==> src/rtl/assert_macros.svh <==
// ----------------------------------------------------------------------------
// Assertion macros
// Concurrent assertion wrappers that compile away in synthesis.
// ----------------------------------------------------------------------------
`ifndef ASSERT_MACROS_SVH
`define ASSERT_MACROS_SVH

`ifndef SYNTHESIS
`define ASSERT_ALWAYS(lbl, clk, rstn, expr) \
  lbl: assert property (@(posedge clk) disable iff (!rstn) (expr)) \
    else $error("assertion failed");
`define ASSERT_IMPLIES(lbl, clk, rstn, ante, cons) \
  lbl: assert property (@(posedge clk) disable iff (!rstn) (ante) |-> (cons)) \
    else $error("assertion failed");
`define ASSERT_NEXT(lbl, clk, rstn, ante, cons) \
  lbl: assert property (@(posedge clk) disable iff (!rstn) (ante) |=> (cons)) \
    else $error("assertion failed");
`else
`define ASSERT_ALWAYS(lbl, clk, rstn, expr)
`define ASSERT_IMPLIES(lbl, clk, rstn, ante, cons)
`define ASSERT_NEXT(lbl, clk, rstn, ante, cons)
`endif

`endif

==> src/rtl/spfm_pkg.sv <==
// ----------------------------------------------------------------------------
// Sprite pixel FIFO package
// Shared types, codes and helper functions of the object pixel mixer.
// ----------------------------------------------------------------------------
package spfm_pkg;

  localparam int unsigned FifoDepth = 8;
  localparam int unsigned CountW    = 4;

  localparam logic KIND_LOAD = 1'b0;
  localparam logic KIND_MIX  = 1'b1;

  localparam logic REG_OBJ_PAL_ZERO = 1'b0;
  localparam logic REG_OBJ_PAL_ONE  = 1'b1;

  typedef struct packed {
    logic [1:0] shade;
    logic [5:0] obj;
    logic [1:0] cidx;
    logic       behind;
  } entry_t;

  typedef struct packed {
    logic       kind;
    logic [7:0] row_low_byte;
    logic [7:0] row_high_byte;
    logic [7:0] object_x;
    logic       flip_horizontal;
    logic       palette_select;
    logic [5:0] object_index;
    logic       behind_background;
    logic [1:0] bg_color_index;
    logic [1:0] bg_shade;
  } item_t;

  typedef struct packed {
    logic capture;
    logic do_load;
    logic do_mix;
  } cmd_t;

  typedef struct packed {
    logic              kind;
    logic [CountW-1:0] count;
  } status_t;

  typedef struct packed {
    logic       we;
    logic       idx;
    logic [7:0] wdata;
  } cfg_t;

  function automatic logic [7:0] flip8(input logic [7:0] v);
    logic [7:0] r;
    for (int k = 0; k < 8; k++) begin
      r[7-k] = v[k];
    end
    return r;
  endfunction

  function automatic logic [1:0] pal_shade(input logic [7:0] pal, input logic [1:0] cidx);
    logic [1:0] s;
    case (cidx)
      2'd0: s = pal[1:0];
      2'd1: s = pal[3:2];
      2'd2: s = pal[5:4];
      2'd3: s = pal[7:6];
      default: s = pal[1:0];
    endcase
    return s;
  endfunction

endpackage

==> src/rtl/spfm_in_if.sv <==
// ----------------------------------------------------------------------------
// Input channel interface
// Valid/ready channel carrying load and mix items.
// ----------------------------------------------------------------------------
interface spfm_in_if;
  logic       valid;
  logic       ready;
  logic       kind;
  logic [7:0] row_low_byte;
  logic [7:0] row_high_byte;
  logic [7:0] object_x;
  logic       flip_horizontal;
  logic       palette_select;
  logic [5:0] object_index;
  logic       behind_background;
  logic [1:0] bg_color_index;
  logic [1:0] bg_shade;

  modport source (
    output valid, kind, row_low_byte, row_high_byte, object_x, flip_horizontal,
           palette_select, object_index, behind_background, bg_color_index, bg_shade,
    input  ready
  );
  modport sink (
    input  valid, kind, row_low_byte, row_high_byte, object_x, flip_horizontal,
           palette_select, object_index, behind_background, bg_color_index, bg_shade,
    output ready
  );
endinterface

==> src/rtl/spfm_out_if.sv <==
// ----------------------------------------------------------------------------
// Output channel interface
// Valid/ready channel carrying mixed screen pixels.
// ----------------------------------------------------------------------------
interface spfm_out_if;
  logic       valid;
  logic       ready;
  logic [1:0] pixel_shade;
  logic       from_object;

  modport source (output valid, pixel_shade, from_object, input ready);
  modport sink (input valid, pixel_shade, from_object, output ready);
endinterface

==> src/rtl/spfm_ctrl.sv <==
// ----------------------------------------------------------------------------
// Sprite pixel FIFO controller
// Sequences accept and execute steps and owns the output valid flag.
// ----------------------------------------------------------------------------
module spfm_ctrl import spfm_pkg::*; (
  input  logic    clk_i,
  input  logic    rst_ni,
  input  logic    in_valid_i,
  output logic    in_ready_o,
  output logic    out_valid_o,
  input  logic    out_ready_i,
  input  status_t status_i,
  output cmd_t    cmd_o
);

  typedef enum logic {
    ST_IDLE,
    ST_EXEC
  } state_e;

  state_e state_q, state_d;
  logic   out_valid_q, out_valid_d;
  logic   out_free;

  assign out_free   = !out_valid_q || out_ready_i;
  assign in_ready_o = (state_q == ST_IDLE);
  assign out_valid_o = out_valid_q;

  always_comb begin
    cmd_o       = '0;
    state_d     = state_q;
    out_valid_d = out_valid_q && !out_ready_i;
    case (state_q)
      ST_IDLE: begin
        if (in_valid_i) begin
          cmd_o.capture = 1'b1;
          state_d       = ST_EXEC;
        end
      end
      ST_EXEC: begin
        if (status_i.kind == KIND_LOAD) begin
          cmd_o.do_load = 1'b1;
          state_d       = ST_IDLE;
        end else if (out_free) begin
          cmd_o.do_mix = 1'b1;
          out_valid_d  = 1'b1;
          state_d      = ST_IDLE;
        end
      end
      default: begin
        state_d = ST_IDLE;
      end
    endcase
  end

  always_ff @(posedge clk_i or negedge rst_ni) begin
    if (!rst_ni) begin
      state_q     <= ST_IDLE;
      out_valid_q <= 1'b0;
    end else begin
      state_q     <= state_d;
      out_valid_q <= out_valid_d;
    end
  end

endmodule

==> src/rtl/spfm_datapath.sv <==
// ----------------------------------------------------------------------------
// Sprite pixel FIFO datapath
// Palette registers, item register, object FIFO with row merge and pixel mix.
// ----------------------------------------------------------------------------
module spfm_datapath import spfm_pkg::*; (
  input  logic       clk_i,
  input  logic       rst_ni,
  input  cfg_t       cfg_i,
  output logic [7:0] cfg_rdata_o,
  input  item_t      item_i,
  input  cmd_t       cmd_i,
  output status_t    status_o,
  output logic [1:0] pixel_shade_o,
  output logic       from_object_o
);

  logic [7:0]        pal0_q, pal1_q;
  item_t             item_q;
  entry_t            fifo_q [FifoDepth];
  entry_t            fifo_d [FifoDepth];
  logic [CountW-1:0] count_q, count_d;
  logic [1:0]        shade_q, shade_d;
  logic              from_obj_q, from_obj_d;

  logic [7:0]        pal;
  logic [7:0]        lo_f, hi_f;
  logic [CountW-1:0] skip, used, made;
  logic [CountW-1:0] pos;
  logic [2:0]        bitn;
  entry_t            pix;
  entry_t            front;

  assign cfg_rdata_o = (cfg_i.idx == REG_OBJ_PAL_ONE) ? pal1_q : pal0_q;

  always_ff @(posedge clk_i or negedge rst_ni) begin
    if (!rst_ni) begin
      pal0_q <= '0;
      pal1_q <= '0;
    end else if (cfg_i.we) begin
      if (cfg_i.idx == REG_OBJ_PAL_ZERO) begin
        pal0_q <= cfg_i.wdata;
      end else begin
        pal1_q <= cfg_i.wdata;
      end
    end
  end

  always_ff @(posedge clk_i) begin
    if (cmd_i.capture) begin
      item_q <= item_i;
    end
  end

  assign status_o.kind  = item_q.kind;
  assign status_o.count = count_q;

  always_comb begin
    pal  = item_q.palette_select ? pal1_q : pal0_q;
    lo_f = item_q.flip_horizontal ? flip8(item_q.row_low_byte) : item_q.row_low_byte;
    hi_f = item_q.flip_horizontal ? flip8(item_q.row_high_byte) : item_q.row_high_byte;
    if (item_q.object_x[7:3] == 5'd0) begin
      skip = 4'd8 - {1'b0, item_q.object_x[2:0]};
    end else begin
      skip = 4'd0;
    end
    used = (count_q >= skip) ? skip : count_q;
    made = used + (4'd8 - skip);
    front = fifo_q[0];

    fifo_d     = fifo_q;
    count_d    = count_q;
    shade_d    = shade_q;
    from_obj_d = from_obj_q;
    pos        = '0;
    bitn       = '0;
    pix        = '0;

    if (cmd_i.do_load) begin
      for (int i = 0; i < FifoDepth; i++) begin
        pos  = CountW'(i) + skip - used;
        bitn = 3'd7 - pos[2:0];
        pix.cidx   = {hi_f[bitn], lo_f[bitn]};
        pix.shade  = pal_shade(pal, pix.cidx);
        pix.obj    = item_q.object_index;
        pix.behind = item_q.behind_background;
        if (CountW'(i) < used) begin
          fifo_d[i] = fifo_q[i];
        end else if (CountW'(i) < made) begin
          if (CountW'(i) < count_q) begin
            if (pix.cidx == 2'd0) begin
              fifo_d[i] = fifo_q[i];
            end else if (fifo_q[i].cidx == 2'd0) begin
              fifo_d[i] = pix;
            end else if (fifo_q[i].obj <= pix.obj) begin
              fifo_d[i] = fifo_q[i];
            end else begin
              fifo_d[i] = pix;
            end
          end else begin
            fifo_d[i] = pix;
          end
        end
      end
      count_d = made;
    end

    if (cmd_i.do_mix) begin
      shade_d    = item_q.bg_shade;
      from_obj_d = 1'b0;
      if (count_q != '0) begin
        for (int i = 0; i < FifoDepth - 1; i++) begin
          fifo_d[i] = fifo_q[i+1];
        end
        count_d = count_q - 4'd1;
        if (front.cidx != 2'd0 && !(front.behind && item_q.bg_color_index != 2'd0)) begin
          shade_d    = front.shade;
          from_obj_d = 1'b1;
        end
      end
    end
  end

  always_ff @(posedge clk_i) begin
    fifo_q     <= fifo_d;
    shade_q    <= shade_d;
    from_obj_q <= from_obj_d;
  end

  always_ff @(posedge clk_i or negedge rst_ni) begin
    if (!rst_ni) begin
      count_q <= '0;
    end else begin
      count_q <= count_d;
    end
  end

  assign pixel_shade_o = shade_q;
  assign from_object_o = from_obj_q;

endmodule

==> src/rtl/sprite_pixel_fifo_merge_mix.sv <==
// ----------------------------------------------------------------------------
// Sprite pixel FIFO merge and mix, top level
// Each item has an accept step and an execute step; a mix waits in execute
// until the output is free. A mix result is valid in the cycle after its
// execute step; the sequencer takes no new item until the last one executed.
// Reset clears the palettes, the FIFO count and the output valid flag.
// ----------------------------------------------------------------------------
`include "assert_macros.svh"

module sprite_pixel_fifo_merge_mix import spfm_pkg::*; (
  input  logic              clk_i,
  input  logic              rst_ni,
  spfm_in_if.sink           in_i,
  spfm_out_if.source        out_o,
  input  logic              psel,
  input  logic              penable,
  input  logic              pwrite,
  input  logic [2:0]        paddr,
  input  logic [31:0]       pwdata,
  output logic [31:0]       prdata,
  output logic              pready
);

  item_t      item;
  cmd_t       cmd;
  status_t    status;
  cfg_t       cfg;
  logic [7:0] cfg_rdata;

  assign pready    = 1'b1;
  assign cfg.we    = psel && penable && pwrite;
  assign cfg.idx   = paddr[2];
  assign cfg.wdata = pwdata[7:0];
  assign prdata    = {24'd0, cfg_rdata};

  assign item.kind              = in_i.kind;
  assign item.row_low_byte      = in_i.row_low_byte;
  assign item.row_high_byte     = in_i.row_high_byte;
  assign item.object_x          = in_i.object_x;
  assign item.flip_horizontal   = in_i.flip_horizontal;
  assign item.palette_select    = in_i.palette_select;
  assign item.object_index      = in_i.object_index;
  assign item.behind_background = in_i.behind_background;
  assign item.bg_color_index    = in_i.bg_color_index;
  assign item.bg_shade          = in_i.bg_shade;

  spfm_ctrl u_ctrl (
    .clk_i       (clk_i),
    .rst_ni      (rst_ni),
    .in_valid_i  (in_i.valid),
    .in_ready_o  (in_i.ready),
    .out_valid_o (out_o.valid),
    .out_ready_i (out_o.ready),
    .status_i    (status),
    .cmd_o       (cmd)
  );

  spfm_datapath u_datapath (
    .clk_i         (clk_i),
    .rst_ni        (rst_ni),
    .cfg_i         (cfg),
    .cfg_rdata_o   (cfg_rdata),
    .item_i        (item),
    .cmd_i         (cmd),
    .status_o      (status),
    .pixel_shade_o (out_o.pixel_shade),
    .from_object_o (out_o.from_object)
  );

  `ASSERT_ALWAYS(a_count_max, clk_i, rst_ni, status.count <= 4'd8)
  `ASSERT_IMPLIES(a_mix_no_overwrite, clk_i, rst_ni, cmd.do_mix, !out_o.valid || out_o.ready)
  `ASSERT_NEXT(a_load_grows, clk_i, rst_ni, cmd.do_load, status.count >= $past(status.count))
  `ASSERT_NEXT(a_mix_pops, clk_i, rst_ni, cmd.do_mix && status.count != 4'd0, status.count == $past(status.count) - 4'd1)

endmodule

==> src/flat_wrapper.sv <==
// flat-port wrapper written by rule: the top's interface ports become plain ports
module sprite_pixel_fifo_merge_mix_flat import spfm_pkg::*;
  (clk_i, rst_ni, psel, penable, pwrite, paddr, pwdata, prdata, pready, in_i_valid, in_i_kind, in_i_row_low_byte, in_i_row_high_byte, in_i_object_x, in_i_flip_horizontal, in_i_palette_select, in_i_object_index, in_i_behind_background, in_i_bg_color_index, in_i_bg_shade, in_i_ready, out_o_valid, out_o_pixel_shade, out_o_from_object, out_o_ready);
  spfm_in_if in_i_i ();
  spfm_out_if out_o_i ();
  input  logic clk_i;
  input  logic rst_ni;
  input  logic psel;
  input  logic penable;
  input  logic pwrite;
  input  logic [2:0] paddr;
  input  logic [31:0] pwdata;
  output logic [31:0] prdata;
  output logic pready;
  input wire logic [$bits(in_i_i.valid)-1:0] in_i_valid;
  input wire logic [$bits(in_i_i.kind)-1:0] in_i_kind;
  input wire logic [$bits(in_i_i.row_low_byte)-1:0] in_i_row_low_byte;
  input wire logic [$bits(in_i_i.row_high_byte)-1:0] in_i_row_high_byte;
  input wire logic [$bits(in_i_i.object_x)-1:0] in_i_object_x;
  input wire logic [$bits(in_i_i.flip_horizontal)-1:0] in_i_flip_horizontal;
  input wire logic [$bits(in_i_i.palette_select)-1:0] in_i_palette_select;
  input wire logic [$bits(in_i_i.object_index)-1:0] in_i_object_index;
  input wire logic [$bits(in_i_i.behind_background)-1:0] in_i_behind_background;
  input wire logic [$bits(in_i_i.bg_color_index)-1:0] in_i_bg_color_index;
  input wire logic [$bits(in_i_i.bg_shade)-1:0] in_i_bg_shade;
  output wire logic [$bits(in_i_i.ready)-1:0] in_i_ready;
  output wire logic [$bits(out_o_i.valid)-1:0] out_o_valid;
  output wire logic [$bits(out_o_i.pixel_shade)-1:0] out_o_pixel_shade;
  output wire logic [$bits(out_o_i.from_object)-1:0] out_o_from_object;
  input wire logic [$bits(out_o_i.ready)-1:0] out_o_ready;
  assign in_i_i.valid = in_i_valid;
  assign in_i_i.kind = in_i_kind;
  assign in_i_i.row_low_byte = in_i_row_low_byte;
  assign in_i_i.row_high_byte = in_i_row_high_byte;
  assign in_i_i.object_x = in_i_object_x;
  assign in_i_i.flip_horizontal = in_i_flip_horizontal;
  assign in_i_i.palette_select = in_i_palette_select;
  assign in_i_i.object_index = in_i_object_index;
  assign in_i_i.behind_background = in_i_behind_background;
  assign in_i_i.bg_color_index = in_i_bg_color_index;
  assign in_i_i.bg_shade = in_i_bg_shade;
  assign in_i_ready = in_i_i.ready;
  assign out_o_valid = out_o_i.valid;
  assign out_o_pixel_shade = out_o_i.pixel_shade;
  assign out_o_from_object = out_o_i.from_object;
  assign out_o_i.ready = out_o_ready;
  sprite_pixel_fifo_merge_mix u_core (.clk_i(clk_i), .rst_ni(rst_ni), .in_i(in_i_i), .out_o(out_o_i), .psel(psel), .penable(penable), .pwrite(pwrite), .paddr(paddr), .pwdata(pwdata), .prdata(prdata), .pready(pready));
endmodule
==> config.mk <==
export PLATFORM = sky130hd
export DESIGN_NAME = sprite_pixel_fifo_merge_mix_flat
export DESIGN_NICKNAME = d
export VERILOG_FILES = /design/src/rtl/spfm_pkg.sv /design/src/rtl/spfm_in_if.sv /design/src/rtl/spfm_out_if.sv /design/src/rtl/spfm_ctrl.sv /design/src/rtl/spfm_datapath.sv /design/src/rtl/sprite_pixel_fifo_merge_mix.sv /design/src/flat_wrapper.sv
export VERILOG_INCLUDE_DIRS = /design/src /design/src/rtl
export SDC_FILE = /design/constraint.sdc
export NUM_CORES = 1
export LEC_CHECK = 0
export BUFFER_PORTS_ARGS = -buffer_cell sky130_fd_sc_hd__buf_2
export CAP_MARGIN = 30
export CORE_UTILIZATION = 53
export DETAILED_ROUTE_END_ITERATION = 12
export PLACE_DENSITY = 0.84
export SYNTH_ARGS = -nofsm -noshare
export SYNTH_HDL_FRONTEND = slang
export SYNTH_SLANG_ARGS = --single-unit
==> constraint.sdc <==
create_clock -name clk_i -period 5.45 [get_ports clk_i]
set_input_delay 0.2725 -clock clk_i [delete_from_list [all_inputs] [get_ports clk_i]]
set_output_delay 0.2725 -clock clk_i [all_outputs]
set_load 0.02 [all_outputs]
==> metrics.md <==
| Metric | Value |
|---|---|
| Largest net degree at the start of global routing | `112` |
| Crit end category | `flip-flop` |
| Setup CP Type | `reg -> reg` |
| Post-synth EDFFs | `52` |
| Clk sink count | `151` |
| Max-cap viol count | `0` |
| Switching pwr | `2364 µW` |
| Site Rows | `48` |
| CTS tree | `built` |
| CP top delay family | `simple AND/OR/NAND/NOR gates` |
| Max incr delay on CP | `between 600 and 700 ps` |
| Fillcell total | `1,339` |
| Setup-failing EPs final | `0` |
| Fraction of registers with async set/reset | `~15%` |
| Root Buffer | `clkbuf_16` |
| Crit path cell chain | `or4_1 > nor2_1 > nand2_2 > ha_1 > a2111oi_4 > nor2_4 > mux2i_4 > inv_1 > ha_1 > buf_4 > ha_1 > xor2_2 > mux4_2 > o21a_1 > o21bai_4 > buf_6 > nand3_1 > o211ai_1` |
| Post-Route Utilization | `62.02%` |
| Die width | `135.6 µm` |
| Dominant cell type by area after synthesis | `edfxtp_1` |
| Starting Density | `54.53%` |
| Area of the mapped netlist | `0.009465 mm²` |
| Seq/Total Area, Yosys | `38.60%` |
| Longest Clk Path Bufs | `2` |
| Clock transition at path regs | `roughly 60 ps` |
| Routability cong. | `0.9075` |
| Final cycle utilization of the critical path | `96.85%` |
| Clock skew | `11.92 ps` |
| Wire per inst | `approximately 18 µm` |
| Most common cell in the synthesized netlist | `nand2_1` |
| Max FO, Critical Path | `10` |
| I/O pin total | `118` |
| Area growth, synth to finish | `13.72%` |
| Synth top area cells | `edfxtp_1, dfxtp_1, ha_1, mux4_2, mux2i_1` |
| All-Layer GR Usage | `around a quarter` |
| Yosys top cell area share | `16.50%` |
| Worst path bufs/invs | `3` |
| CP arrival | `5620 ps` |
| Initial antenna violation count | `0` |
| DP HPWL | `15,100 µm` |
| Clock power frac | `21.0%` |
| Worst-margin pin slew | `between 800 and 900 ps` |
| # nets final | `1,097` |
| Distinct cell type count after synthesis | `74` |
| Top cells by count, synth | `nand2_1, dfxtp_1, mux2i_1` |
| Leak pwr | `about 0.0045 µW` |
| Port Buffer Count | `66` |
| R2R Setup Slk | `between 150 and 200 ps` |
| DR iter-0 viols | `531` |
| Vias per cell | `around 5.9` |
| Post-DRT Antenna Nets | `0` |
| P per Cell Area | `567.8 mW/mm²` |
| Die ar. | `0.01840 mm²` |
| Outcome | `finished, final reports clean` |
| Share of post-route cells with drive strength above 1 | `24.30%` |
| Ys flop type | `dfxtp_1` |
| TNS Setup | `0 ps` |
| Critical path's slowest cell | `or4_1` |
| Minimum clock period | `about 5300 ps` |
| GRT Residual Overflow | `0` |
| Final hold violation count | `0` |
| Vias | `around 7,000` |
| Worst-Skew Late Latency | `430 ps` |
| Reg power frac | `a little under a third` |
| Vias in the first global route | `7,229` |
| FF+latch count, synth | `151` |
| DRT Wirelength | `21,010 µm` |
| Htree depth | `4` |
| Comb power frac | `48.8%` |
| Slew HR | `around 44%` |
| Startpoint class of the critical path | `flip-flop` |
| Max IR drop VDD | `around 0.00034 V` |
| Critical Path RT | `roughly 5800 ps` |
| Die span in y | `135.6 µm` |
| Gate Count Post-Synth | `873` |
| Fmax | `189.5 MHz` |
| Core box area | `0.01736 mm²` |
| Internal cell power | `3747 µW` |
| Ant. Diodes | `0` |
| Hold Path Class | `in -> reg` |
| Syn Area/Cell | `10.84 µm²` |
| DRT Pass-1 Iters | `8` |
| Syn. warnings | `0` |
| Crit path top cell by count | `ha_1` |
| DRC viols | `0` |
| CTS Buf Count | `17` |
| Global-route wire length before repair | `34,910 µm` |
| Slew Limit Fails | `0` |
| Sw frac | `between 30% and 40%` |
-- cell families (layout without fill, tap and decap cells) --
| kind of cell | after synthesis | in the layout | synth area share (%) |
|---|---|---|---|
| muxes | 150 | 150 | 21.14 |
| buffers and inverters | 102 | 165 | 5.829 |
| and+or+nand+nor | 205 | 205 | 10.20 |
| adders and majority gates | 71 | 71 | 9.544 |
| other | 2 | 25 | 0.07934 |
| xor gates and xnor gates | 10 | 10 | 1.441 |
| DFF | 151 | 151 | 38.60 |
| AOI/OAI and AO/OA | 182 | 182 | 13.17 |
-- per-layer routing --
layer / global-route usage, % / wire, µm
met4: 10.30 / 569
met1: 28.14 / 8495
met5: 0 / 0
met2: 43.88 / 11050
met3: 4.452 / 897
-- sequential cells by signal, summed over array words and instances, names as in the netlist --
signal,cells
u_core.u_ctrl.state_q,1
u_core.u_datapath.item_q,37
u_core.u_datapath.count_q,4
u_core.u_datapath.pal1_q,8
u_core.u_datapath.pixel_shade_o,2
u_core.u_datapath.pal0_q,8
u_core.u_datapath.fifo_q,88
u_core.u_datapath.from_object_o,1
u_core.u_datapath.status_o,1
u_core.u_ctrl.out_valid_o,1
-- power by group through the flow --
stage               sequential [µW]  combinational, µW  clock [µW]
global placement               1840               2690           0
finish                         1840               2980        1290
floorplan                      1750               2270           0
detailed placement             1850               2810           0
global route                   1880               3270        1350
CTS                            1830               2860        1300
-- path summary, 6_finish.rpt --
path,from,endpoint,cells after the start
setup / recovery,u_core.u_datapath.item_q[16],u_core.u_datapath.fifo_q[40],18
hold / removal,in_i_row_low_byte[6],u_core.u_datapath.item_q[35],1
setup reg to reg,u_core.u_datapath.item_q[16],u_core.u_datapath.fifo_q[40],18
hold reg to reg,u_core.u_datapath.fifo_q[11],u_core.u_datapath.fifo_q[22],2
max in group asynchronous,rst_ni,u_core.u_datapath.count_q[2],2
min in group asynchronous,rst_ni,u_core.u_datapath.pal0_q[5],2
-- what timing repair did --
action / 4_1_cts / 5_1_grt
pin swaps: 0 / 2
resized for setup: 4 / 10
buffers inserted: 0 / 4
hold buffers: 1 / 0
setup endpoints to repair: 22 / 44
hold endpoints to repair: 22 / 0
-- layout make-up --
cell class	instances	area, µm²	area share [%]
clock buffers	19	454.2	4.219
clock inverters	13	190.2	1.767
inverters	41	153.9	1.430
multi-input cells	643	5425	50.40
flip-flops and latches	151	3654	33.94
well taps	225	281.5	2.615
repair buffers	92	605.6	5.626
-- cells in the final DEF (no fill, tap or decap), types with 32 or more instances in the layout --
| cell type | instances |
|---|---|
| nand2_1 | 93 |
| dfxtp_1 | 77 |
| mux2i_1 | 75 |
| ha_1 | 69 |
| buf_2 | 66 |
| edfxtp_1 | 52 |
| nor2_1 | 40 |
| inv_1 | 39 |
| mux2_2 | 39 |
| o21ai_1 | 39 |
| mux4_2 | 34 |
| a21oi_1 | 32 |
-- metrics by stage --
stage               power, µW  setup WS, ps  hold WS [ps]  instance area, µm²  cells
detailed placement       4658        -113.4         289.8                9963   1146
global placement         4527         66.29         282.0                9943   1145
finish                   6112         171.8         15.42               10760   1184
CTS                      5994         87.10         3.356               10640   1179
global route             6505        -24.92         3.027               10760   1184
floorplan                4020         25.19        -23.09                9564    896
Note: power is estimated with default switching activity, not from simulation.
